$ cat src/rtl/two_phase_rotation_detector_unit_macros.svh
// Assertion macros shared by the rotation detector RTL.
`ifndef TWO_PHASE_ROTATION_DETECTOR_UNIT_MACROS_SVH
`define TWO_PHASE_ROTATION_DETECTOR_UNIT_MACROS_SVH

// Condition holds at every clock edge out of reset.
`define TRPD_ASSERT_HOLDS(label, clk, rst, cond, msg) \
   label: assert property (@(posedge clk) disable iff (rst) (cond)) else $error(msg);

// Antecedent implies consequent in the same cycle.
`define TRPD_ASSERT_IMPLIES(label, clk, rst, ante, cons, msg) \
   label: assert property (@(posedge clk) disable iff (rst) (ante) |-> (cons)) else $error(msg);

// Antecedent implies consequent in the next cycle.
`define TRPD_ASSERT_NEXT(label, clk, rst, ante, cons, msg) \
   label: assert property (@(posedge clk) disable iff (rst) (ante) |=> (cons)) else $error(msg);

`endif

$ cat src/rtl/trpd_pkg.sv
// Types, constants and helper functions of the rotation detector.
package trpd_pkg;

   localparam int SAMPLE_W    = 8;
   localparam logic [SAMPLE_W-1:0] CENTER = 8'h80;
   localparam int MAX_SAMPLES = 1024;
   localparam int SHIFT_SPAN  = 10;
   localparam int WIN_LEN     = 2 * SHIFT_SPAN + 1;
   localparam int COUNT_W     = $clog2(MAX_SAMPLES + 1);

   // squared difference of two bytes fits 16 bits, energy term 15 bits
   localparam int SQ_W        = 16;
   localparam int ENERGY_SQ_W = 15;

   // adder tree over the shifted terms: groups, then group totals
   localparam int GROUP_LEN   = 4;
   localparam int GROUP_NUM   = (SHIFT_SPAN + GROUP_LEN - 1) / GROUP_LEN;
   localparam int GROUP_SUM_W = SQ_W + $clog2(GROUP_LEN);
   localparam int TERM_SUM_W  = SQ_W + $clog2(SHIFT_SPAN + 1);

   // accumulator widths
   localparam int ENERGY_W    = 25;
   localparam int ALIGNED_W   = 27;
   localparam int SHIFT_SUM_W = 31;
   localparam int TRIPLE_W    = ALIGNED_W + 2;

   // truncating divide by SHIFT_SPAN as multiply by rounded-up reciprocal
   localparam int DIV_SHIFT   = SHIFT_SUM_W + $clog2(SHIFT_SPAN);
   localparam int MAGIC_W     = DIV_SHIFT - $clog2(SHIFT_SPAN) + 1;
   localparam longint unsigned DIV_MAGIC_FULL =
      ((64'd1 << DIV_SHIFT) + SHIFT_SPAN - 1) / SHIFT_SPAN;
   localparam logic [MAGIC_W-1:0] DIV_MAGIC = MAGIC_W'(DIV_MAGIC_FULL);
   localparam int PROD_W      = SHIFT_SUM_W + MAGIC_W;
   localparam int QUOT_W      = PROD_W - DIV_SHIFT;

   typedef enum logic [1:0] {
      DIR_NONE    = 2'd0,
      DIR_FORWARD = 2'd1,
      DIR_REVERSE = 2'd2
   } dir_type;

   // control carried alongside each beat in the front pipeline
   typedef struct packed {
      logic valid;
      logic contrib;
      logic last;
   } beat_ctl_type;

   // final sums of one capture
   typedef struct packed {
      logic [ENERGY_W-1:0]    main_energy;
      logic [ENERGY_W-1:0]    aux_energy;
      logic [ALIGNED_W-1:0]   aligned;
      logic [SHIFT_SUM_W-1:0] later;
      logic [SHIFT_SUM_W-1:0] earlier;
   } totals_type;

   // square of the difference of two offset-binary bytes
   function automatic logic [SQ_W-1:0] sq_diff(input logic [SAMPLE_W-1:0] x,
                                               input logic [SAMPLE_W-1:0] y);
      logic signed [SAMPLE_W:0]     d;
      logic signed [2*SAMPLE_W+1:0] p;
      d = $signed({1'b0, x}) - $signed({1'b0, y});
      p = d * d;
      return p[SQ_W-1:0];
   endfunction

endpackage

$ cat src/rtl/trpd_rsp_if.sv
// Classification result channel.
interface trpd_rsp_if;
   logic       valid;
   logic       ready;
   logic [1:0] direction;
   logic       pass;

   modport source (output valid, output direction, output pass, input ready);
   modport sink   (input valid, input direction, input pass, output ready);
endinterface

$ cat src/rtl/trpd_classify.sv
// Result pipeline: divide the shift sums, classify, register the result beat.
module trpd_classify (
   input  logic                 clock,
   input  logic                 reset,
   input  logic                 snap_valid,
   input  trpd_pkg::totals_type snap,
   output logic                 snap_ready,
   input  logic [1:0]           expected_direction,
   trpd_rsp_if.source           rsp
);

   logic                          r0_valid_ff, r1_valid_ff, out_valid_ff;
   trpd_pkg::totals_type          r0_ff;
   logic [trpd_pkg::QUOT_W-1:0]   quot_later_ff, quot_earlier_ff;
   logic                          quiet_ff, quiet_in;
   logic [trpd_pkg::PROD_W-1:0]   prod_later, prod_earlier;
   logic [trpd_pkg::TRIPLE_W-1:0] triple_aligned, main_ext, aux_ext;
   trpd_pkg::dir_type             dir_ff, dir_in;
   logic                          pass_ff, pass_in;
   logic                          out_load, r1_load;

   // elastic handshake between the three stages
   assign out_load   = r1_valid_ff && (!out_valid_ff || rsp.ready);
   assign r1_load    = r0_valid_ff && (!r1_valid_ff || out_load);
   assign snap_ready = !r0_valid_ff || r1_load;

   // reciprocal multiply and energy checks
   always_comb begin
      prod_later   = trpd_pkg::PROD_W'(r0_ff.later) * trpd_pkg::PROD_W'(trpd_pkg::DIV_MAGIC);
      prod_earlier = trpd_pkg::PROD_W'(r0_ff.earlier) *
                     trpd_pkg::PROD_W'(trpd_pkg::DIV_MAGIC);
      triple_aligned = {r0_ff.aligned, 1'b0} + trpd_pkg::TRIPLE_W'(r0_ff.aligned);
      main_ext = trpd_pkg::TRIPLE_W'(r0_ff.main_energy);
      aux_ext  = trpd_pkg::TRIPLE_W'(r0_ff.aux_energy);
      quiet_in = (triple_aligned < main_ext && triple_aligned < aux_ext) ||
                 (r0_ff.main_energy < (r0_ff.aux_energy >> 4)) ||
                 (r0_ff.aux_energy < (r0_ff.main_energy >> 4));
   end

   // direction decision and pass flag
   always_comb begin
      if (quiet_ff) begin
         dir_in = trpd_pkg::DIR_NONE;
      end else if (quot_later_ff < quot_earlier_ff) begin
         dir_in = trpd_pkg::DIR_FORWARD;
      end else if (quot_later_ff > quot_earlier_ff) begin
         dir_in = trpd_pkg::DIR_REVERSE;
      end else begin
         dir_in = trpd_pkg::DIR_NONE;
      end
      pass_in = (dir_in != trpd_pkg::DIR_NONE) && (dir_in == expected_direction);
   end

   // stage valids
   always_ff @(posedge clock) begin
      if (reset) begin
         r0_valid_ff  <= 1'b0;
         r1_valid_ff  <= 1'b0;
         out_valid_ff <= 1'b0;
      end else begin
         if (snap_ready) begin
            r0_valid_ff <= snap_valid;
         end
         if (!r1_valid_ff || out_load) begin
            r1_valid_ff <= r0_valid_ff;
         end
         if (!out_valid_ff || rsp.ready) begin
            out_valid_ff <= r1_valid_ff;
         end
      end
   end

   // stage payloads
   always_ff @(posedge clock) begin
      if (snap_ready) begin
         r0_ff <= snap;
      end
      if (r1_load) begin
         quot_later_ff   <= prod_later[trpd_pkg::PROD_W-1:trpd_pkg::DIV_SHIFT];
         quot_earlier_ff <= prod_earlier[trpd_pkg::PROD_W-1:trpd_pkg::DIV_SHIFT];
         quiet_ff        <= quiet_in;
      end
      if (out_load) begin
         dir_ff  <= dir_in;
         pass_ff <= pass_in;
      end
   end

   assign rsp.valid     = out_valid_ff;
   assign rsp.direction = dir_ff;
   assign rsp.pass      = pass_ff;

endmodule

$ cat src/flat_wrapper.sv
// flat-port wrapper written by rule: the top's interface ports become plain ports
module trpd_classify_flat 
  (clock, reset, snap_valid, snap, snap_ready, expected_direction, rsp_valid, rsp_direction, rsp_pass, rsp_ready);
  trpd_rsp_if rsp_i ();
  input  logic clock;
  input  logic reset;
  input  logic snap_valid;
  input  trpd_pkg::totals_type snap;
  output logic snap_ready;
  input  logic [1:0] expected_direction;
  output wire logic [$bits(rsp_i.valid)-1:0] rsp_valid;
  output wire logic [$bits(rsp_i.direction)-1:0] rsp_direction;
  output wire logic [$bits(rsp_i.pass)-1:0] rsp_pass;
  input wire logic [$bits(rsp_i.ready)-1:0] rsp_ready;
  assign rsp_valid = rsp_i.valid;
  assign rsp_direction = rsp_i.direction;
  assign rsp_pass = rsp_i.pass;
  assign rsp_i.ready = rsp_ready;
  trpd_classify u_core (.clock(clock), .reset(reset), .snap_valid(snap_valid), .snap(snap), .snap_ready(snap_ready), .expected_direction(expected_direction), .rsp(rsp_i));
endmodule
$ cat config.mk
export PLATFORM = sky130hd
export DESIGN_NAME = trpd_classify_flat
export DESIGN_NICKNAME = d
export VERILOG_FILES = /design/src/rtl/two_phase_rotation_detector_unit_macros.svh /design/src/rtl/trpd_pkg.sv /design/src/rtl/trpd_rsp_if.sv /design/src/rtl/trpd_classify.sv /design/src/flat_wrapper.sv
export SDC_FILE = /design/constraint.sdc
export NUM_CORES = 2
export LEC_CHECK = 0
export ABC_AREA = 1
export BUFFER_PORTS_ARGS = -buffer_cell sky130_fd_sc_hd__buf_2
export CAP_MARGIN = 15
export CELL_PAD_IN_SITES_DETAIL_PLACEMENT = 1
export CELL_PAD_IN_SITES_GLOBAL_PLACEMENT = 1
export CORE_MARGIN = 4
export CORE_UTILIZATION = 35
export CTS_CLUSTER_SIZE = 10
export DETAILED_ROUTE_END_ITERATION = 8
export PLACE_DENSITY_LB_ADDON = 0.1
export SYNTH_ARGS = -nofsm -noshare
export SYNTH_HDL_FRONTEND = slang
export SYNTH_SLANG_ARGS = --single-unit
$ cat constraint.sdc
create_clock -name clock -period 18.3 [get_ports clock]
set_clock_uncertainty 0.05 [all_clocks]
set_input_delay 4.575 -clock clock [delete_from_list [all_inputs] [get_ports clock]]
set_output_delay 4.575 -clock clock [all_outputs]
set_load 0.01 [all_outputs]
== Word-level counts from Yosys, hierarchy flattened ==
Cells that the tools add are included.
Storage, ports and cells
  word-level logic and storage cells: 39
  bits in registers: 202
  input port bits: 145
  output and inout bits: 5
Cells by class
  muxes and demuxes: 3
  reduce and logical (&&, ||, !) cells: 13
  add/subtract/negate cells: 1
  equal/unequal tests: 1
  multipliers: 2
  magnitude comparators: 6
Operators with widths (number)
  multiplier 31 x 32 -> 63 bit (second input constant): 2
  < comparator 29 x 25 -> 1 bit: 2
  < comparator 25 x 21 -> 1 bit: 2
  adder 28 x 27 -> 29 bit: 1
  > comparator 28 bit: 1
  < comparator 28 bit: 1
  2-to-1 mux 2 bit: 3
  logical OR 1 bit: 5
  logical AND 1 bit: 4
  zero test 1 bit: 3
  == test 2 bit: 1
  nonzero test 2 bit: 1

== Longest topological paths before layout ==
  depth in word-level cells: 6
  gate-level depth with buffers: 31
  depth with buffers taken out: 31

== Least setup slack after synthesis ==
OpenSTA, ideal clock, no wires.
  path kind: input to output
  from: input rsp_ready
  to: output snap_ready
  cell stages on the path: 4
  data arrival time: 7.759 ns
  slack: 5.916 ns
  cells stage by stage: inv_1 > nand2_1 > nor2_1 > nand2_1
On the way
  word-level cells in the longest chain between the ends: 5
Ends and longest elaborated chain
  start: declaration: line flat_wrapper.sv:14  | input wire logic [$bits(rsp_i.ready)-1:0] rsp_ready;
  logical OR 1 bit: line trpd_classify.sv:23  | assign out_load = r1_valid_ff && (!out_valid_ff || rsp.ready);
  logical AND 1 bit: line trpd_classify.sv:23
  logical OR 1 bit: line trpd_classify.sv:24  | assign r1_load = r0_valid_ff && (!r1_valid_ff || out_load);
  logical AND 1 bit: line trpd_classify.sv:24
  logical OR 1 bit: line trpd_classify.sv:25  | assign snap_ready = !r0_valid_ff || r1_load;
  end: declaration: line flat_wrapper.sv:9  | output logic snap_ready;
No other way between the ends.

== Final worst setup path ==
Same ends and word-level chain as after synthesis.

==> impl_metrics.ini <==
[outcome]
status = finished clean

[worst_setup_path]
critPathLaunch = rsp_ready
critPathCaptureType = primary output
r2r-start = u_core.r0_ff[4]
rrSetupSlack_ns = 10.70
start_kind = input pin
r2r_cells = 21
slowest_delay_ns = 0.28
path_class = in2out
cp.required_ns = 13.68
critical_path_buf_inv_count = 3
critPathMaxFanout = 13
crit_family = simple AND/OR/NAND/NOR gates
reg2reg_to = u_core.quot_earlier_ff[24]
cp-endpoint = snap_ready
path_cells = buf_2 -> inv_1 -> nand2_1 -> nor2_1 -> nand2_4 -> buf_2
path_common_cell = buf_2
crit_cells = 6
crit_arrival_ns = 5.59
cp_slowest_cell = nor2_1

[route]
wl_per_cell_microns = 20.07
first_pass_iters = 7
postRouteAntennaNets = 0
drtIter0Drc = 1363
route.detailed.drc = 0
vias = 28750
wl_microns = 119000
drt-vias-per-instance = 4.850

[timing]
period_needed_ns = 10.22
drv_slew = 0
tightest_slew_ns = 1.007
relSlewSlack = 0.3289
setup_viol = 0
fmax_mhz = 97.87
setup_tns_ns = 0
finalHoldViolations = 0
setup_slack_ns = 8.082
finalCritPeriodShare = 0.5583
rsz0062_at_grt = no

[logic_synthesis]
syn_area_per_cell_sq_um = 8.635
ys_top_cells_by_count = inv_1, ha_1, nand2_1
ys.warnings.count = 0
synthesis.nets = 5691
synth_area_sq_mm = 0.03742
yosysMostFrequentCell = inv_1
ys_types = 40
synth_edf_count = 199
yosysSeqAreaShare = 0.1613
synth.area.top_cells = ha_1, fa_1, edfxtp_1
synth_ff_type = edfxtp_1
syn-instance-count = 4334
ys_ff_latch = 202
synth_top_area_cell = ha_1
postSynth.asyncResetShare = 0
synth_top_cell_area_share = 0.2504

[cts]
clock-sinks = 202
clk_latency_ns = 0.63
cts_tree = done
cts_buffer_depth = 3
postCtsSetupBuffers = 0
root_buffer = clkbuf_16
cts_inserted_buffers = 30
post_cts_resized = 0
holdBufCountCts = 0
h-tree-depth = 1
clk_pin_slew_worst_paths_ns = 0.05

[global_routing]
grt_util_met2 = 0.3233
antenna_found_initial = 8
grt_pass1_wl_microns = 181600
grt_max_degree = 68
grt_usage = 0.2135
grt_overflow = 0
use_met1 = 0.3213
grt-busiest-layer = met2
grt_pass1_vias = 30648
grtUsageMet3 = 0.04537

[layout]
fin_cells = 5928
drive_gt1_frac = 0.05557
fill_cells = 12631
fin_util = 0.3868
synthToLayoutAreaGrowth_pct = 9.271
nNetsFinal = 5872

[floorplan]
die_y_microns = 335.0
dieArea_sq_mm = 0.1122
die_w_microns = 335.0
io_pins = 150
core_area_sq_mm = 0.1057
rows = 119
start_util = 0.3540

[placement]
dp_hpwl_microns = 108600
io_buffers = 149
globalplace.congestion = 0.9408
placedCellCount = 5874
preCtsSetupSlack_ns = 8.060

[job]
max_cap_violations = 0

[worst_hold_path]
min_path_type = reg2reg
worst min-delay path by stage:
stage / from / to / depth (start not counted)
floorplan: u_core.r1_valid_ff / u_core.rsp.valid / 2
global placement: u_core.rsp.valid / u_core.rsp.valid / 2
detailed placement: u_core.rsp.valid / u_core.rsp.valid / 2
CTS: u_core.r1_valid_ff / u_core.rsp.valid / 2
global route: u_core.r1_valid_ff / u_core.rsp.valid / 2
finish: u_core.rsp.valid / u_core.rsp.valid / 2
routing by layer:
metal,part of all wire,up-vias
met1,0.50,14106
met4,0.013,4
met2,0.42,476
met3,0.060,69
met5,0.00019,-
li1,-,14095
sequential cells by signal, summed over array words and instances, names as in the netlist, 2 cells and up:
signal                  flops
u_core.aux_ext             25
u_core.quot_earlier_ff     28
u_core.main_ext            25
u_core.r0_ff               89
u_core.rsp.direction        2
u_core.quot_later_ff       28
cells by family after synthesis:
logic type,after synthesis,synth area share
simple gates,1258,0.1407
buf+inv,1099,0.1102
compound gates,484,0.07115
flops,202,0.1613
xor+xnor,79,0.01849
fa+ha+maj,1212,0.4981
cell type report:
cell class / count / area [sq um] / share of cell area
repair buffers: 153 / 775.7 / 0.01897
multi-input cells: 3033 / 27270 / 0.6669
clock inverters: 17 / 186.4 / 0.004559
well taps: 1391 / 1740 / 0.04256
flip-flops and latches: 202 / 6036 / 0.1476
inverters: 1095 / 4110 / 0.1005
diodes: 2 / 5.005 / 0.0001224
clock buffers: 35 / 769.5 / 0.01882
layout by cell type, fill, tap and decap left out, types with 5 or more instances in the layout:
cell type and n:
nand3b_1 10, nor4_1 10, inv_2 14, nor2_1 327
a21boi_0 9, o21ai_1 10, nand2_2 7, a21o_1 25
clkinv_2 6, nand2_1 660, nand3_1 126, o211ai_1 5
o21ai_0 128, clkbuf_1 5, nor2_2 20, fa_1 463
xnor2_1 27, nor3_1 39, clkbuf_16 30, ha_1 749
nand4_1 36, o21a_1 11, inv_1 1081, clkinv_1 5
a31oi_1 16, a21oi_1 242, edfxtp_1 199, xor2_1 52
buf_2 149, o21bai_1 31
worst reg2reg max path, delay by kind of cell (launching register included):
family | cells | cell delay [ns]
simple gates | 3 | 0.24
flops | 1 | 0.61
fa+ha+maj | 9 | 4.67
compound gates | 5 | 1.42
buf+inv | 4 | 0.40
metrics by stage:
step	hold slack [ns]	instance area, sq um
after CTS	0.4742	40890
after global placement	0.4497	39930
after floorplan	0.4000	37420
final	0.4701	40890
after global routing	0.4955	40890
after detailed placement	0.4510	39930
Power is left out: the tool's default activity adds up to more than one toggle a clock period on the data nets, which glitch-free logic cannot reach.
