File: src/rtl/two_phase_rotation_detector_unit_macros.svh
// Assertion macros shared by the rotation detector RTL.
`ifndef TWO_PHASE_ROTATION_DETECTOR_UNIT_MACROS_SVH
`define TWO_PHASE_ROTATION_DETECTOR_UNIT_MACROS_SVH

// Condition holds at every clock edge out of reset.
`define TRPD_ASSERT_HOLDS(label, clk, rst, cond, msg) \
   label: assert property (@(posedge clk) disable iff (rst) (cond)) else $error(msg);

// Antecedent implies consequent in the same cycle.
`define TRPD_ASSERT_IMPLIES(label, clk, rst, ante, cons, msg) \
   label: assert property (@(posedge clk) disable iff (rst) (ante) |-> (cons)) else $error(msg);

// Antecedent implies consequent in the next cycle.
`define TRPD_ASSERT_NEXT(label, clk, rst, ante, cons, msg) \
   label: assert property (@(posedge clk) disable iff (rst) (ante) |=> (cons)) else $error(msg);

`endif

File: src/rtl/trpd_pkg.sv
// Types, constants and helper functions of the rotation detector.
package trpd_pkg;

   localparam int SAMPLE_W    = 8;
   localparam logic [SAMPLE_W-1:0] CENTER = 8'h80;
   localparam int MAX_SAMPLES = 1024;
   localparam int SHIFT_SPAN  = 10;
   localparam int WIN_LEN     = 2 * SHIFT_SPAN + 1;
   localparam int COUNT_W     = $clog2(MAX_SAMPLES + 1);

   // squared difference of two bytes fits 16 bits, energy term 15 bits
   localparam int SQ_W        = 16;
   localparam int ENERGY_SQ_W = 15;

   // adder tree over the shifted terms: groups, then group totals
   localparam int GROUP_LEN   = 4;
   localparam int GROUP_NUM   = (SHIFT_SPAN + GROUP_LEN - 1) / GROUP_LEN;
   localparam int GROUP_SUM_W = SQ_W + $clog2(GROUP_LEN);
   localparam int TERM_SUM_W  = SQ_W + $clog2(SHIFT_SPAN + 1);

   // accumulator widths
   localparam int ENERGY_W    = 25;
   localparam int ALIGNED_W   = 27;
   localparam int SHIFT_SUM_W = 31;
   localparam int TRIPLE_W    = ALIGNED_W + 2;

   // truncating divide by SHIFT_SPAN as multiply by rounded-up reciprocal
   localparam int DIV_SHIFT   = SHIFT_SUM_W + $clog2(SHIFT_SPAN);
   localparam int MAGIC_W     = DIV_SHIFT - $clog2(SHIFT_SPAN) + 1;
   localparam longint unsigned DIV_MAGIC_FULL =
      ((64'd1 << DIV_SHIFT) + SHIFT_SPAN - 1) / SHIFT_SPAN;
   localparam logic [MAGIC_W-1:0] DIV_MAGIC = MAGIC_W'(DIV_MAGIC_FULL);
   localparam int PROD_W      = SHIFT_SUM_W + MAGIC_W;
   localparam int QUOT_W      = PROD_W - DIV_SHIFT;

   typedef enum logic [1:0] {
      DIR_NONE    = 2'd0,
      DIR_FORWARD = 2'd1,
      DIR_REVERSE = 2'd2
   } dir_type;

   // control carried alongside each beat in the front pipeline
   typedef struct packed {
      logic valid;
      logic contrib;
      logic last;
   } beat_ctl_type;

   // final sums of one capture
   typedef struct packed {
      logic [ENERGY_W-1:0]    main_energy;
      logic [ENERGY_W-1:0]    aux_energy;
      logic [ALIGNED_W-1:0]   aligned;
      logic [SHIFT_SUM_W-1:0] later;
      logic [SHIFT_SUM_W-1:0] earlier;
   } totals_type;

   // square of the difference of two offset-binary bytes
   function automatic logic [SQ_W-1:0] sq_diff(input logic [SAMPLE_W-1:0] x,
                                               input logic [SAMPLE_W-1:0] y);
      logic signed [SAMPLE_W:0]     d;
      logic signed [2*SAMPLE_W+1:0] p;
      d = $signed({1'b0, x}) - $signed({1'b0, y});
      p = d * d;
      return p[SQ_W-1:0];
   endfunction

endpackage

File: src/rtl/trpd_accum.sv
// Adder tree over the shifted squares and the capture accumulators.
module trpd_accum (
   input  logic                             clock,
   input  logic                             reset,
   input  trpd_pkg::beat_ctl_type           s1_ctl,
   input  logic [trpd_pkg::SQ_W-1:0]        later_sq   [trpd_pkg::SHIFT_SPAN],
   input  logic [trpd_pkg::SQ_W-1:0]        earlier_sq [trpd_pkg::SHIFT_SPAN],
   input  logic [trpd_pkg::SQ_W-1:0]        aligned_sq,
   input  logic [trpd_pkg::ENERGY_SQ_W-1:0] main_sq,
   input  logic [trpd_pkg::ENERGY_SQ_W-1:0] aux_sq,
   input  logic                             snap_ready,
   output logic                             go,
   output logic                             snap_valid,
   output trpd_pkg::totals_type             snap
);

   localparam int PAD_LEN = trpd_pkg::GROUP_NUM * trpd_pkg::GROUP_LEN;

   logic [trpd_pkg::SQ_W-1:0]        later_pad   [PAD_LEN];
   logic [trpd_pkg::SQ_W-1:0]        earlier_pad [PAD_LEN];
   logic [trpd_pkg::GROUP_SUM_W-1:0] later_grp_in    [trpd_pkg::GROUP_NUM];
   logic [trpd_pkg::GROUP_SUM_W-1:0] earlier_grp_in  [trpd_pkg::GROUP_NUM];
   logic [trpd_pkg::GROUP_SUM_W-1:0] later_grp_ff    [trpd_pkg::GROUP_NUM];
   logic [trpd_pkg::GROUP_SUM_W-1:0] earlier_grp_ff  [trpd_pkg::GROUP_NUM];
   logic [trpd_pkg::TERM_SUM_W-1:0]  later_term_in, earlier_term_in;
   logic [trpd_pkg::TERM_SUM_W-1:0]  later_term_ff, earlier_term_ff;
   logic [trpd_pkg::SQ_W-1:0]        aligned_s2_ff, aligned_s3_ff;
   logic [trpd_pkg::ENERGY_SQ_W-1:0] main_s2_ff, main_s3_ff;
   logic [trpd_pkg::ENERGY_SQ_W-1:0] aux_s2_ff, aux_s3_ff;
   trpd_pkg::beat_ctl_type           s2_ctl_ff, s3_ctl_ff;
   trpd_pkg::totals_type             acc_ff, acc_in, acc_sum;

   // pad the term lists to whole groups
   for (genvar i = 0; i < PAD_LEN; i++) begin : g_pad
      if (i < trpd_pkg::SHIFT_SPAN) begin : g_real
         assign later_pad[i]   = later_sq[i];
         assign earlier_pad[i] = earlier_sq[i];
      end else begin : g_zero
         assign later_pad[i]   = '0;
         assign earlier_pad[i] = '0;
      end
   end

   // first tree level: group sums
   always_comb begin
      for (int g = 0; g < trpd_pkg::GROUP_NUM; g++) begin
         later_grp_in[g]   = '0;
         earlier_grp_in[g] = '0;
         for (int k = 0; k < trpd_pkg::GROUP_LEN; k++) begin
            later_grp_in[g] = later_grp_in[g] +
               trpd_pkg::GROUP_SUM_W'(later_pad[g * trpd_pkg::GROUP_LEN + k]);
            earlier_grp_in[g] = earlier_grp_in[g] +
               trpd_pkg::GROUP_SUM_W'(earlier_pad[g * trpd_pkg::GROUP_LEN + k]);
         end
      end
   end

   // second tree level: totals of the groups
   always_comb begin
      later_term_in   = '0;
      earlier_term_in = '0;
      for (int g = 0; g < trpd_pkg::GROUP_NUM; g++) begin
         later_term_in   = later_term_in + trpd_pkg::TERM_SUM_W'(later_grp_ff[g]);
         earlier_term_in = earlier_term_in + trpd_pkg::TERM_SUM_W'(earlier_grp_ff[g]);
      end
   end

   // stall only when a final beat finds the classifier full
   assign snap_valid = s3_ctl_ff.valid && s3_ctl_ff.last;
   assign go         = !(snap_valid && !snap_ready);

   // accumulator sums including the beat in stage 3
   always_comb begin
      acc_sum.main_energy = acc_ff.main_energy + trpd_pkg::ENERGY_W'(main_s3_ff);
      acc_sum.aux_energy  = acc_ff.aux_energy + trpd_pkg::ENERGY_W'(aux_s3_ff);
      acc_sum.aligned     = acc_ff.aligned + trpd_pkg::ALIGNED_W'(aligned_s3_ff);
      acc_sum.later       = acc_ff.later + trpd_pkg::SHIFT_SUM_W'(later_term_ff);
      acc_sum.earlier     = acc_ff.earlier + trpd_pkg::SHIFT_SUM_W'(earlier_term_ff);
      snap = s3_ctl_ff.contrib ? acc_sum : acc_ff;
      acc_in = acc_ff;
      if (s3_ctl_ff.valid) begin
         if (s3_ctl_ff.last) begin
            acc_in = '0;
         end else if (s3_ctl_ff.contrib) begin
            acc_in = acc_sum;
         end
      end
   end

   // tree and accumulator control
   always_ff @(posedge clock) begin
      if (reset) begin
         s2_ctl_ff <= '0;
         s3_ctl_ff <= '0;
         acc_ff    <= '0;
      end else if (go) begin
         s2_ctl_ff <= s1_ctl;
         s3_ctl_ff <= s2_ctl_ff;
         acc_ff    <= acc_in;
      end
   end

   // tree payload
   always_ff @(posedge clock) begin
      if (go) begin
         later_grp_ff    <= later_grp_in;
         earlier_grp_ff  <= earlier_grp_in;
         later_term_ff   <= later_term_in;
         earlier_term_ff <= earlier_term_in;
         aligned_s2_ff   <= aligned_sq;
         aligned_s3_ff   <= aligned_s2_ff;
         main_s2_ff      <= main_sq;
         main_s3_ff      <= main_s2_ff;
         aux_s2_ff       <= aux_sq;
         aux_s3_ff       <= aux_s2_ff;
      end
   end

endmodule

File: config.mk
export PLATFORM = sky130hd
export DESIGN_NAME = trpd_accum
export DESIGN_NICKNAME = d
export VERILOG_FILES = /design/src/rtl/two_phase_rotation_detector_unit_macros.svh /design/src/rtl/trpd_pkg.sv /design/src/rtl/trpd_accum.sv
export SDC_FILE = /design/constraint.sdc
export NUM_CORES = 1
export LEC_CHECK = 0
export BUFFER_PORTS_ARGS = -buffer_cell sky130_fd_sc_hd__buf_2
export CAP_MARGIN = 30
export CORE_MARGIN = 2
export CORE_UTILIZATION = 52
export CTS_CLUSTER_DIAMETER = 120
export DETAILED_ROUTE_END_ITERATION = 6
export PLACE_DENSITY = 0.83
export SKIP_CTS_REPAIR_TIMING = 1
export SYNTH_ARGS = -nofsm -noshare
export SYNTH_HDL_FRONTEND = slang
export SYNTH_SLANG_ARGS = --single-unit
File: constraint.sdc
create_clock -name clock -period 16.7 [get_ports clock]
set_clock_uncertainty 0.2 [all_clocks]
set_input_delay 5.01 -clock clock [delete_from_list [all_inputs] [get_ports clock]]
set_output_delay 5.01 -clock clock [all_outputs]
set_load 0.1 [all_outputs]
Yosys cells after proc, flatten, opt, wreduce, memory -nomap -nowiden
Index checks and enable logic that the tools add are counted.

Word-level logic and storage cells: 56. Bits of input ports: 372. Register bits after elaboration: 385. Output and inout port bits: 141.

Add/subtract/negate cells: 23. Reduce and logical (&&, ||, !) cells: 5. Bitwise gates (word level): 1. Muxes and demuxes: 2.

Operators by type and width (count): 139-bit two-way mux (2); 16-bit by 16-bit adder with 17-bit output (6); 17-bit by 16-bit adder with 18-bit output (4); 18-bit by 16-bit adder with 18-bit output (4); 31-bit by 20-bit adder with 31-bit output (2); 25-bit by 15-bit adder with 25-bit output (2); 19-bit by 18-bit adder with 20-bit output (2); 18-bit by 18-bit adder with 19-bit output (2); 27-bit by 16-bit adder with 27-bit output (1); 1-bit logical AND (2); 1-bit logical NOT (2); 2-bit AND reduction (1); 1-bit NOT (1).

Logic depth before layout (Yosys ltp)
Depth in word-level cells: 4. Mapped depth: 14. Depth with buffers taken out: 14.

Worst setup path after synthesis
Ideal clock, no wire load.

Path type: input to output. From: in snap_ready. To: out go. Path buffers: 1. Data required time: 11.490 ns. Arrival time: 12.525 ns. Cell stages on the path: 2. Setup slack: -1.035 ns. Cells stage by stage: nand2b_1 clkbuf_1.

Cells in the longest elaborated chain, start to end: 3.

Ends and longest elaborated chain: start, declared (RTL line trpd_accum.sv:11) `input logic snap_ready,`; 1-bit logical NOT (RTL line trpd_accum.sv:70) `assign go = !(snap_valid && !snap_ready);`; 1-bit logical AND (RTL line trpd_accum.sv:70); 1-bit logical NOT (RTL line trpd_accum.sv:70); end, declared (RTL line trpd_accum.sv:12) `output logic go,`.

No other way between the ends.

Final worst setup path
Ends and elaborated chain as after synthesis.

==> metrics.csv <==
stage,metric,value,unit
status,status,completed,
finish,nets,4192,
cts,root buffer cell,clkbuf_16,
floorplan,# rows,86,
grt,GR Overflow Total,0,
worst_setup_path,Worst Setup End Kind,output pin,
timing,Final Hold Fails,0,
cts,clk buf depth,3,
placed_design,Port Buffers,512,
drt,Avg WL per Cell,17.5,microns
hold_path,Hold Path Class,register to register,
grt,initial antenna violation count,11,
worst_setup_path,Crit path top cell by count,buf_2,
timing,crit path time final,11.39,ns
pwr,Pleak,0.0161,uW
synthesis,syn avg cell area,9.81,sq um
timing,fmax,0.0878,GHz
worst_setup_path,Slowest cell on crit path,buf_2,
drt,Starting DRT DRC Count,1428,
finish,final core utilization,61.1,%
placed_design,Placed Instances,4086,
synthesis,Mapped Cells,2920,
hold_path,HP Start,main_s2_ff[3],
synthesis,Seq cells post-synth,383,
synthesis,"Cell Area, Synth",28600,sq um
cts,clock transition at the registers of the reported paths,0.06,ns
synthesis,most common cell in the netlist,inv_1,
floorplan,die area,57000,sq um
pwr,VDD IR-drop max,0.122,mV
synthesis,Yosys top cell by area,edfxtp_1,
worst_setup_path,CP cell instances,buf_2 > nand2b_4 > buf_2,
timing,slew margin rel.,33.6,%
drt,Detailed Routing Iterations Pass 1,5,
pwr,pwr/cell area,139,nW/um^2
synthesis,Commonest cells post-synth,"inv_1 (438), edfxtp_1 (238), ha_1 (222), a21oi_1 (185), nor2_1 (182)",
drt,Via Count,23000,
cts,worst-skew pair later-pin latency,0.59,ns
floorplan,core area,54800,sq um
floorplan,number of placed I/O pins,513,
grt,vias in the first global route,22600,
drt,Detail Route Antenna Nets,0,
grt,first-pass GRT wire length,115000,microns
run,maximum capacitance violations,0,
cts,htree depth,2,
timing,fin crit share,68.2,%
floorplan,initial core utilization,52.3,%
synthesis,post-synth net total,3685,
drt,drt total wl,73100,microns
worst_setup_path,"Buf+Inv Stages, Crit Path",2,
synthesis,Post-synth EDFFs,238,
grt,pin count of the biggest net entering global routing,76,
placed_design,Final GP Congestion,0.941,
worst_setup_path,reg2reg start,s3_ctl_ff[2],
timing,TNS Setup,0,ns
floorplan,Die Ht,239,microns
finish,Synth-to-Final Area Change,16.9,%
synthesis,predominant post-synthesis flop cell,edfxtp_1,
placed_design,DP HPWL,57000,microns
cts,clk sink count,383,
finish,layout cell share with drive strength beyond 1,20.1,%
synthesis,warning count from the yosys run,0,
timing,Worst Tran Pin Value,0.981,ns
worst_setup_path,critical path required time,11.49,ns
cts,TritonCTS Buffers,43,
synthesis,Synth async-reset ratio,0,%
worst_setup_path,Critical path origin,snap_ready,
worst_setup_path,crit path max fanout,40,
timing,RSZ-0062 raised after global routing,false,
worst_setup_path,max incr delay on CP,0.53,ns
worst_setup_path,Startpoint Class,input pin,
worst_setup_path,Worst Path Arrival,6.18,ns
cts,CTS tree,built,
finish,Finished Layout Cells,4169,
timing,final setup fails,0,
drt,mean number of vias per cell,5.52,
synthesis,"Seq/Total Area, Yosys",35.1,%
worst_setup_path,"delay-heaviest family, CP",buffers and inverters,
worst_setup_path,Setup CP Type,input pin to output pin,
synthesis,synth top area cells,"edfxtp_1 (25%), fa_1 (12%), dfxtp_1 (10%)",
floorplan,die width,239,microns
timing,Slew Limit Fails,0,
drt,DRC errors left,0,
synthesis,post-synth top area share,25.0,%
synthesis,library cells used by synthesis,88,
grt,GRT Total Usage,25.4,%
-- power breakdown --
group	internal, uW	switching, uW	leakage (uW)	total (uW)
logic	950	1300	0.0117	2250
registers	1320	95.2	0.00369	1420
clock network	604	393	0.000727	996
total	2870	1790	0.0161	4660
-- state kept, by name, summed over array words and instances (netlist names) --
signal,count
acc_ff,139
aligned_s2_ff,16
aligned_s3_ff,16
aux_s2_ff,15
aux_s3_ff,15
earlier_grp_ff,53
earlier_term_ff,20
later_grp_ff,53
later_term_ff,20
main_s2_ff,15
main_s3_ff,15
s2_ctl_ff,3
s3_ctl_ff,3
-- cells by family after synthesis --
| kind of cell | count (synthesis) | synth area share (%) |
|---|---|---|
| fa+ha+maj | 393 | 21.7 |
| mux | 67 | 2.61 |
| xor+xnor | 208 | 6.36 |
| flops | 383 | 35.1 |
| simple gates | 640 | 10.8 |
| buf+inv | 508 | 6.75 |
| compound gates | 721 | 16.8 |
-- worst paths after layout --
| kind | to | slack (ns) | cells after the start |
|---|---|---|---|
| setup / recovery | go | 5.31 | 3 |
| hold / removal | main_s3_ff[3] | 0.22 | 0 |
| setup reg to reg | earlier_grp_ff[15] | 12.94 | 4 |
| hold reg to reg | main_s3_ff[3] | 0.22 | 0 |
-- cells in the final DEF (no fill, tap or decap), drive strengths merged, types with 8 or more instances in the layout --
| master | n |
|---|---|
| or3 | 19 |
| a211oi | 23 |
| nand3b | 8 |
| fa | 171 |
| and2 | 12 |
| a22oi | 24 |
| and3 | 38 |
| clkinv | 15 |
| o21ai | 145 |
| nand2b | 23 |
| mux2 | 62 |
| a21oi | 189 |
| a31o | 8 |
| nand2 | 140 |
| clkbuf | 56 |
| a21o | 71 |
| o21a | 30 |
| nor2b | 16 |
| or4 | 8 |
| nand3 | 77 |
| o31ai | 13 |
| xor2 | 59 |
| a22o | 45 |
| edfxtp | 238 |
| a31oi | 44 |
| nand4 | 29 |
| dfxtp | 145 |
| o211ai | 20 |
| buf | 530 |
| xnor2 | 149 |
| ha | 222 |
| a41oi | 10 |
| inv | 441 |
| nor2 | 183 |
| o21bai | 27 |
| nor3 | 64 |
-- area by class of cell --
cell class                      instances  area [sq um]
Clock buffer                           56          1160
Inverter                              440          1650
Tap cell                              704           881
Timing Repair Buffer                  530          2700
Clock inverter                         23           327
Multi-Input combinational cell       2029         16700
Fill cell                            4419         21300
Sequential cell                       383         10100
Antenna cell                            4          10.0
-- layer usage --
layer / global-route usage, % / vias up / wire length [microns]
li1: - / 11300 / -
met1: 32.2 / 10800 / 30400
met2: 43.7 / 794 / 34900
met3: 4.78 / 137 / 5350
met4: 8.37 / 8 / 2390
met5: 0 / - / 50
-- stage by stage --
stage / hold WS (ns) / setup slack (ns) / area [sq um] / total power (uW)
global placement: 0.201 / 5.34 / 32000 / 3590
floorplan: 0.200 / 2.90 / 28600 / 3150
CTS: 0.216 / 5.31 / 33500 / 4680
finish: 0.216 / 5.31 / 33500 / 4660
global route: 0.221 / 5.24 / 33500 / 5040
detailed placement: 0.205 / 5.29 / 32000 / 3660
Note: power is estimated with default switching activity, not from simulation.
