==> src/rtl/two_phase_rotation_detector_unit_macros.svh <==
// Assertion macros shared by the rotation detector RTL.
`ifndef TWO_PHASE_ROTATION_DETECTOR_UNIT_MACROS_SVH
`define TWO_PHASE_ROTATION_DETECTOR_UNIT_MACROS_SVH

// Condition holds at every clock edge out of reset.
`define TRPD_ASSERT_HOLDS(label, clk, rst, cond, msg) \
   label: assert property (@(posedge clk) disable iff (rst) (cond)) else $error(msg);

// Antecedent implies consequent in the same cycle.
`define TRPD_ASSERT_IMPLIES(label, clk, rst, ante, cons, msg) \
   label: assert property (@(posedge clk) disable iff (rst) (ante) |-> (cons)) else $error(msg);

// Antecedent implies consequent in the next cycle.
`define TRPD_ASSERT_NEXT(label, clk, rst, ante, cons, msg) \
   label: assert property (@(posedge clk) disable iff (rst) (ante) |=> (cons)) else $error(msg);

`endif

==> src/rtl/trpd_pkg.sv <==
// Types, constants and helper functions of the rotation detector.
package trpd_pkg;

   localparam int SAMPLE_W    = 8;
   localparam logic [SAMPLE_W-1:0] CENTER = 8'h80;
   localparam int MAX_SAMPLES = 1024;
   localparam int SHIFT_SPAN  = 10;
   localparam int WIN_LEN     = 2 * SHIFT_SPAN + 1;
   localparam int COUNT_W     = $clog2(MAX_SAMPLES + 1);

   // squared difference of two bytes fits 16 bits, energy term 15 bits
   localparam int SQ_W        = 16;
   localparam int ENERGY_SQ_W = 15;

   // adder tree over the shifted terms: groups, then group totals
   localparam int GROUP_LEN   = 4;
   localparam int GROUP_NUM   = (SHIFT_SPAN + GROUP_LEN - 1) / GROUP_LEN;
   localparam int GROUP_SUM_W = SQ_W + $clog2(GROUP_LEN);
   localparam int TERM_SUM_W  = SQ_W + $clog2(SHIFT_SPAN + 1);

   // accumulator widths
   localparam int ENERGY_W    = 25;
   localparam int ALIGNED_W   = 27;
   localparam int SHIFT_SUM_W = 31;
   localparam int TRIPLE_W    = ALIGNED_W + 2;

   // truncating divide by SHIFT_SPAN as multiply by rounded-up reciprocal
   localparam int DIV_SHIFT   = SHIFT_SUM_W + $clog2(SHIFT_SPAN);
   localparam int MAGIC_W     = DIV_SHIFT - $clog2(SHIFT_SPAN) + 1;
   localparam longint unsigned DIV_MAGIC_FULL =
      ((64'd1 << DIV_SHIFT) + SHIFT_SPAN - 1) / SHIFT_SPAN;
   localparam logic [MAGIC_W-1:0] DIV_MAGIC = MAGIC_W'(DIV_MAGIC_FULL);
   localparam int PROD_W      = SHIFT_SUM_W + MAGIC_W;
   localparam int QUOT_W      = PROD_W - DIV_SHIFT;

   typedef enum logic [1:0] {
      DIR_NONE    = 2'd0,
      DIR_FORWARD = 2'd1,
      DIR_REVERSE = 2'd2
   } dir_type;

   // control carried alongside each beat in the front pipeline
   typedef struct packed {
      logic valid;
      logic contrib;
      logic last;
   } beat_ctl_type;

   // final sums of one capture
   typedef struct packed {
      logic [ENERGY_W-1:0]    main_energy;
      logic [ENERGY_W-1:0]    aux_energy;
      logic [ALIGNED_W-1:0]   aligned;
      logic [SHIFT_SUM_W-1:0] later;
      logic [SHIFT_SUM_W-1:0] earlier;
   } totals_type;

   // square of the difference of two offset-binary bytes
   function automatic logic [SQ_W-1:0] sq_diff(input logic [SAMPLE_W-1:0] x,
                                               input logic [SAMPLE_W-1:0] y);
      logic signed [SAMPLE_W:0]     d;
      logic signed [2*SAMPLE_W+1:0] p;
      d = $signed({1'b0, x}) - $signed({1'b0, y});
      p = d * d;
      return p[SQ_W-1:0];
   endfunction

endpackage

==> src/rtl/trpd_cell.sv <==
// One tap of the auxiliary window: holds a sample, shifts it on, squares its
// difference against the main center sample.
module trpd_cell (
   input  logic                          clock,
   input  logic                          reset,
   input  logic                          shift_en,
   input  logic                          sq_en,
   input  logic [trpd_pkg::SAMPLE_W-1:0] tap_in,
   input  logic [trpd_pkg::SAMPLE_W-1:0] main_center,
   output logic [trpd_pkg::SAMPLE_W-1:0] tap_out,
   output logic [trpd_pkg::SQ_W-1:0]     sq_out
);

   logic [trpd_pkg::SAMPLE_W-1:0] tap_ff;
   logic [trpd_pkg::SQ_W-1:0]     sq_ff;
   logic [trpd_pkg::SQ_W-1:0]     sq_in;

   assign sq_in = trpd_pkg::sq_diff(main_center, tap_ff);

   // tap register, reset to mid-scale
   always_ff @(posedge clock) begin
      if (reset) begin
         tap_ff <= trpd_pkg::CENTER;
      end else if (shift_en) begin
         tap_ff <= tap_in;
      end
   end

   // registered square
   always_ff @(posedge clock) begin
      if (sq_en) begin
         sq_ff <= sq_in;
      end
   end

   assign tap_out = tap_ff;
   assign sq_out  = sq_ff;

endmodule

==> config.mk <==
export PLATFORM = sky130hd
export DESIGN_NAME = trpd_cell
export DESIGN_NICKNAME = d
export VERILOG_FILES = /design/src/rtl/two_phase_rotation_detector_unit_macros.svh /design/src/rtl/trpd_pkg.sv /design/src/rtl/trpd_cell.sv
export SDC_FILE = /design/constraint.sdc
export NUM_CORES = 1
export LEC_CHECK = 0
export ABC_AREA = 1
export BUFFER_PORTS_ARGS = -buffer_cell sky130_fd_sc_hd__buf_2
export CORE_MARGIN = 2
export CORE_UTILIZATION = 40
export DETAILED_ROUTE_END_ITERATION = 16
export PLACE_DENSITY_LB_ADDON = 0.05
export REMOVE_ABC_BUFFERS = 1
export SLEW_MARGIN = 10
export SYNTH_ARGS = -nofsm -noshare
export SYNTH_HDL_FRONTEND = slang
export SYNTH_SLANG_ARGS = --single-unit
export TNS_END_PERCENT = 50
==> constraint.sdc <==
create_clock -name clock -period 8.58 [get_ports clock]
set_input_delay 1.287 -clock clock [delete_from_list [all_inputs] [get_ports clock]]
set_output_delay 1.287 -clock clock [all_outputs]
set_load 0.01 [all_outputs]
# Word level (Yosys, flattened, before mapping)
# Cells that the tools add are included.
[word_totals] register_bits=24 latchBits=0 ramBits=0 mem_bits_ro=0 inputBits=20 output_inout_bits=24 word_cells=4 n_memories=0
[op_classes] n_addsub=1 multipliers=1 n_div=0 order_cmp=0 n_eq_ne=0 shift=0 mux=0 n_bitwise=0 reduce_logical=0
[op_table] op="multiplier 9 x 9 -> 16 bit" n=1
[op_table] op="subtractor 8 x 8 -> 9 bit" n=1

# Depth between registers and ports, before layout
# Gate-level depths: netlist of the first run.
[depth] word_depth=2 ltp_mapped=30 mapped_depth_nobuf=30

# Least setup slack after synthesis of the first run
# OpenSTA, ideal clock, no wires.
[synth_timing] kind="input-to-reg" startpoint="input main_center[0] in the netlist's numbering" endpoint="register sq_ff, in the netlist sq_out[13], data pin" setup_time_ns=0.260 arrival_time_ns=6.373 required_ns=8.320 path_slack_ns=1.947 cell_stages=26 path_buffers=1 cell_sequence="inv_1 ha_1 fa_1 inv_1 nand3_1 nand3_1 nand2_1 nand2_1 buf_2 nor2_1 fa_1 inv_1 fa_1 inv_1 fa_1 fa_1 inv_1 fa_1 inv_1 ha_1 a21oi_1 o21ai_0 a21oi_1 nor2_1 nor2_1 xor2_1"
[synth_between] elab_chain_cells=2
[synth_lines] element="from (decl)" line="trpd_cell.sv:9" text="input logic [trpd_pkg::SAMPLE_W-1:0] main_center,"
[synth_lines] element="subtractor 8 x 8 -> 9 bit" line="trpd_pkg.sv:63" text="d = $signed({1'b0, x}) - $signed({1'b0, y});"
[synth_lines] element="multiplier 9 x 9 -> 16 bit" line="trpd_pkg.sv:64" text="p = d * d;"
[synth_lines] element="net sq_in (one bit)" line="trpd_cell.sv:16" text="logic [trpd_pkg::SQ_W-1:0] sq_in;"
[synth_lines] element="to (signal assigned)" line="trpd_cell.sv:32" text="sq_ff <= sq_in;"
[synth_lines] element="to (decl)" line="trpd_cell.sv:15" text="logic [trpd_pkg::SQ_W-1:0] sq_ff;"
# The timed path passes the listed nets, and every way through them passes these cells.
# A chain may end at the register's enable or synchronous reset.

# Worst setup path in the final report of the first run
# Ends and elaborated chain as after synthesis.

==> summary.txt, run 1 <==
Synthesis
  – Main area contributors after synthesis: fa_1 28%, ha_1 15%, edfxtp_1 13%
  – Synth async-reset ratio: 0
  – Cell count after synthesis: 436
  – Post-synth top flop: edfxtp_1
  – Dominant cell type by area after synthesis: fa_1
  – Yosys top cell area share: 0.280
  – Sequential area share after synthesis: 0.171
  – Syn avg cell area: 8.21 um2
  – Netlist Area Pre-Place: 3580 um2
  – Ys Warns: 0
  – Post-synth EDFFs: 15
  – Synth cell types: 31
  – Number of synthesized register bits: 23

Cells and area
  – Synth-to-Final Area Change: 10.3%
  – Cell area after layout: 3950 um2
  – Non-Filler Instances: 585
  – Most frequent cells in the layout: 106 x inv_1, 73 x nand2_1, 50 x fa_1
  – Register area: 611 um2
  – Area of the multi-input gates: 2530 um2
  – Final core utilization: 0.453
  – Fillcell total: 911
  – Fin nets: 591
  – Number of diodes: 0
  – Most common cell after layout, fill and taps aside: inv_1
  – Share of cells above drive strength 1: 0.119

Worst setup path
  – Worst-path cell with the longest stage delay: fa_1
  – Slowest stage delay, CP: 0.54 ns
  – Critical path data arrival time: 6.92 ns
  – Worst path required time: 8.61 ns
  – Reg2Reg Depth: 21
  – Setup crit start kind: primary input
  – Critical setup path kind: primary input to flip-flop
  – Critical Path Most Common Cell: fa_1
  – Critical-path maximum fanout: 8
  – Setup crit end kind: flip-flop
  – Critical path cell sequence: buf_2 > inv_1 > ha_1 > fa_1 > xnor2_1 > clkinv_1 > nor2_1 > inv_1 > fa_1 > fa_1 > inv_1 > fa_1 > fa_1 > inv_1 > fa_1 > inv_1 > ha_1 > a21oi_1 > o21ai_0 > a21oi_1 > nor2_1 > nor2_1 > xor2_1

STA
  – Final hold vios: 0
  – Slew Viols, Final: 0
  – Final Cycle Share: 0.803
  – Finish-stage setup viols: 0
  – Clk_skew: 0.0108 ns
  – Worst Tran Pin Value: 0.547 ns
  – Final TNS setup: 0 ns
  – Fin crit period: 6.89 ns
  – RSZ-0062 raised after global routing: false
  – Slew HR: 0.634
  – Fmax: 145 MHz

Clock tree
  – Worst-Skew Late Latency: 0.28 ns
  – Postcts setup bufs: 0
  – H-tree Lvls: 1
  – Total clock sinks: 23
  – Hold buffer count at CTS: 0
  – CTS tree: yes
  – Post-cts sizing count: 0
  – Total CTS buffers: 3
  – Clock Path Buffers: 2
  – Root buffer cell: clkbuf_8
  – Worst-path clk slew: 0.10 ns

Global routing
  – Initial antenna violation count: 0
  – GRT Overall Usage: 0.161
  – Vias in the first global route: 2,760
  – First-pass GRT wire length: 12.7 mm
  – Total congestion overflow: 0
  – Largest net degree at the start of global routing: 16

Floorplanning
  – Core area: 8720 um2
  – Initial Utilization: 0.411
  – Die Wd: 98.6 um
  – Die area: 9720 um2
  – # IOs: 44
  – Site Rows: 34
  – Die Y: 98.6 um

Place
  – Routability cong.: 0.800
  – Hpwl dp: 6.11 mm
  – PortBufs: 42
  – DP Cell Count: 581
  – DP Area: 3900 um2

Drt
  – Drt total wl: 7.02 mm
  – Total number of vias: 2,727
  – Starting DRC count in detailed routing: 46
  – Via/cell ratio: 4.66
  – Final ANT Viol Nets: 0
  – DRC: 0
  – DR WL/cell: 12.0 um
  – Pre-antenna DRT Iters: 4

Run
  – Maxcap violations: 0

Outcome
  – Outcome: finished, final reports clean

Hold path
  – Hold crit path type: flip-flop to flip-flop
  – Hold Path Depth: 2
==> final cells by class <==
class / instances / area share
Multi-Input combinational cell: 298 / 0.641
Sequential cell: 23 / 0.155
Inverter: 110 / 0.105
Timing Repair Buffer: 42 / 0.0532
Tap cell: 108 / 0.0342
Clock buffer: 3 / 0.0105
Clock inverter: 1 / 0.00158
==> synthesized netlist by cell type (6+ instances only) <==
cell type and count:
inv_1 106, nand2_1 73, fa_1 50, nor2_1 49
ha_1 43, nand3_1 17, a21oi_1 15, edfxtp_1 15
o21ai_0 13, xor2_1 9, dfxtp_1 8, xnor2_1 6
==> kinds of logic (layout without fill, tap and decap cells) <==
kind of cell	count (synthesis)	after routing	synth area share
and+or+nand+nor	150	150	0.175
xor gates and xnor gates	16	16	0.0412
DFF	23	23	0.171
adders and majority gates	93	93	0.430
AOI/OAI and AO/OA	38	38	0.0597
other	1	1	0.00105
buffers and inverters	115	156	0.122
==> critical path: cells and delay by family <==
family          cells  cell delay, ns
simple gates        3            0.43
fa+ha+maj           8            3.40
compound gates      3            0.53
buf+inv             7            0.70
xor+xnor            2            0.57
==> metrics by stage <==
| stage | setup slack [ns] | hold WS (ns) |
|---|---|---|
| 2_1_floorplan | 1.95 | 0.495 |
| 3_3_place_gp | 1.38 | 0.471 |
| 3_5_place_dp | 1.37 | 0.469 |
| 4_1_cts | 1.66 | 0.484 |
| 5_1_grt | 1.20 | 0.518 |
| 6_report | 1.69 | 0.482 |
==> state kept, by name, indices dropped and copies added, names as in the netlist <==
register,flops
sq_out,15
tap_out,8
==> per-layer routing <==
layer | track usage | up-vias | part of all wire
met5 | 0 | - | 0
met4 | 0.0348 | 0 | 0.011
met3 | 0.0191 | 7 | 0.021
met2 | 0.279 | 35 | 0.49
met1 | 0.219 | 1287 | 0.48
li1 | - | 1398 | -
==> path summary, 6_finish.rpt <==
kind | startpoint | endpoint | slack (ns)
max | main_center[0] | sq_out[13] | 1.69
max reg2reg | tap_out[0] | sq_out[13] | 2.46
min | tap_out[3] | tap_out[3] | 0.48
min reg2reg | tap_out[3] | tap_out[3] | 0.48
Power of run 1 is left out: the tool's default activity adds up to more than one toggle a clock period on the data nets, which glitch-free logic cannot reach.
==> run 2: changes to the inputs <==
==> constraint.sdc (replaced) <==
create_clock -name clock -period 6.1 [get_ports clock]
set_input_delay 0.915 -clock clock [delete_from_list [all_inputs] [get_ports clock]]
set_output_delay 0.915 -clock clock [all_outputs]
set_load 0.01 [all_outputs]
==> summary.txt, run 2 (synthesized netlist as in run 1, its figures left out) <==
Cells and area
  – Fin nets: 657
  – Synth-to-Final Area Change: 27.7%
  – Share of cells above drive strength 1: 0.280
  – Max FFs per register: 15
  – Number of diodes: 0
  – Non-Filler Instances: 651
  – Most frequent cells in the layout: 105 x inv_1, 70 x nand2_1, 66 x buf_4
  – Most common cell after layout, fill and taps aside: inv_1
  – Final core utilization: 0.525

Drt
  – DR WL/cell: 12.0 um
  – Top sig layer: met4
  – Starting DRC count in detailed routing: 114
  – Via/cell ratio: 4.57
  – Detail Route met3 WL: 121 um
  – Drt total wl: 7.83 mm
  – Metal-1 WL: 3.55 mm
  – Met2 wire len: 4.10 mm
  – DRC: 0
  – Final ANT Viol Nets: 0
  – Total number of vias: 2,974
  – Pre-antenna DRT Iters: 4

Clock tree
  – H-tree Lvls: 1
  – Worst-Skew Late Latency: 0.29 ns
  – Total CTS buffers: 3
  – Worst-path clk slew: 0.11 ns
  – Clock Path Buffers: 2
  – Hold buffer count at CTS: 0
  – Total clock sinks: 23
  – CTS tree: yes
  – Root buffer cell: clkbuf_8

Global routing
  – GRT Overall Usage: 0.178
  – Total congestion overflow: 0
  – First-pass GRT wire length: 14.0 mm
  – Largest net degree at the start of global routing: 16
  – Initial antenna violation count: 0
  – Vias in the first global route: 3,175

Worst setup path
  – Top Family by Delay on Critical Path: adder cells
  – Critical path cell sequence: buf_2 > inv_1 > ha_1 > fa_2 > inv_1 > nand3_1 > nand3_2 > xor2_1 > inv_1 > buf_4 > nor2_1 > ha_1 > xnor2_1 > fa_1 > fa_1 > fa_1 > ha_1 > ha_1 > a21oi_1 > o21ai_2 > a21oi_2 > nor2_1 > nor2_1 > xor2_1
  – Crit path buffers/inverters: 5
  – Critical path data arrival time: 5.86 ns
  – Worst path required time: 6.12 ns
  – Critical Path Most Common Cell: ha_1
  – Reg2Reg Depth: 22
  – Critical setup path kind: primary input to flip-flop
  – Cell depth of the worst setup path: 24
  – Worst-path cell with the longest stage delay: fa_1
  – Setup crit start kind: primary input
  – Slowest stage delay, CP: 0.52 ns
  – Critical-path maximum fanout: 5
  – Setup crit end kind: flip-flop

Place
  – Routability cong.: 0.814
  – Hpwl dp: 6.89 mm
  – PortBufs: 42
  – DP Cell Count: 647

Floorplanning
  – Core area: 8720 um2
  – Site Rows: 34
  – Die Wd: 98.6 um
  – # IOs: 44
  – Die Y: 98.6 um
  – Die area: 9720 um2
  – Initial Utilization: 0.411

STA
  – Fin crit period: 5.83 ns
  – WHS: 0.482 ns
  – Clk_skew: 0.0205 ns
  – Slew Viols, Final: 0
  – Final hold vios: 0
  – Final TNS setup: 0 ns
  – Fmax: 171 MHz
  – Finish-stage setup viols: 0
  – Final Cycle Share: 0.956

Hold path
  – Hold crit path type: flip-flop to flip-flop
  – Hold Path Depth: 2

Run
  – Maxcap violations: 0

Outcome
  – Outcome: finished, final reports clean
## run 2: cell count changes in the layout (fill, tap and decap cells not counted), sizes merged
cell and delta:
buf +66, clkinv -1, inv +1
## run 2: final cells by class
cell class                      count  area (um2)
Timing Repair Buffer              108         706
Tap cell                          108         135
Clock buffer                        3        41.3
Clock inverter                      1        6.26
Sequential cell                    23         611
Fill cell                         850        4150
Multi-Input combinational cell    298        2660
Inverter                          110         413
## run 2: path summary, 6_finish.rpt
path | slack [ns] | endpoint | from
max reg2reg | 0.57 | sq_out[13] | tap_out[1]
min | 0.48 | tap_out[3] | tap_out[3]
max | 0.27 | sq_out[13] | main_center[0]
min reg2reg | 0.48 | tap_out[3] | tap_out[3]
## run 2: timing repair
| item | in CTS | in global routing |
|---|---|---|
| resized for setup | 1 | 32 |
| setup buffers | 0 | 0 |
| setup endpoints to repair | 1 | 6 |
| pin swaps | 0 | 7 |
## run 2: per-layer routing
metal,up-vias,track usage
met1,1408,0.229
met2,28,0.330
met5,-,0
met4,0,0.0316
met3,6,0.0156
li1,1532,-
## run 2: tightest hold or removal path, delay by kind of cell (launching register included)
family                 cells  cell delay [ns]
AOI/OAI and AO/OA          1             0.06
DFF                        1             0.33
buffers and inverters      1             0.06
## run 2: through the flow
stage | area [um2] | setup slack, ns
2_1_floorplan | 3560 | -0.156
3_3_place_gp | 4400 | -0.220
3_5_place_dp | 4400 | -0.287
4_1_cts | 4450 | 0.0471
5_1_grt | 4570 | -0.0359
6_report | 4570 | 0.266
Power of run 2 is left out for the same reason.
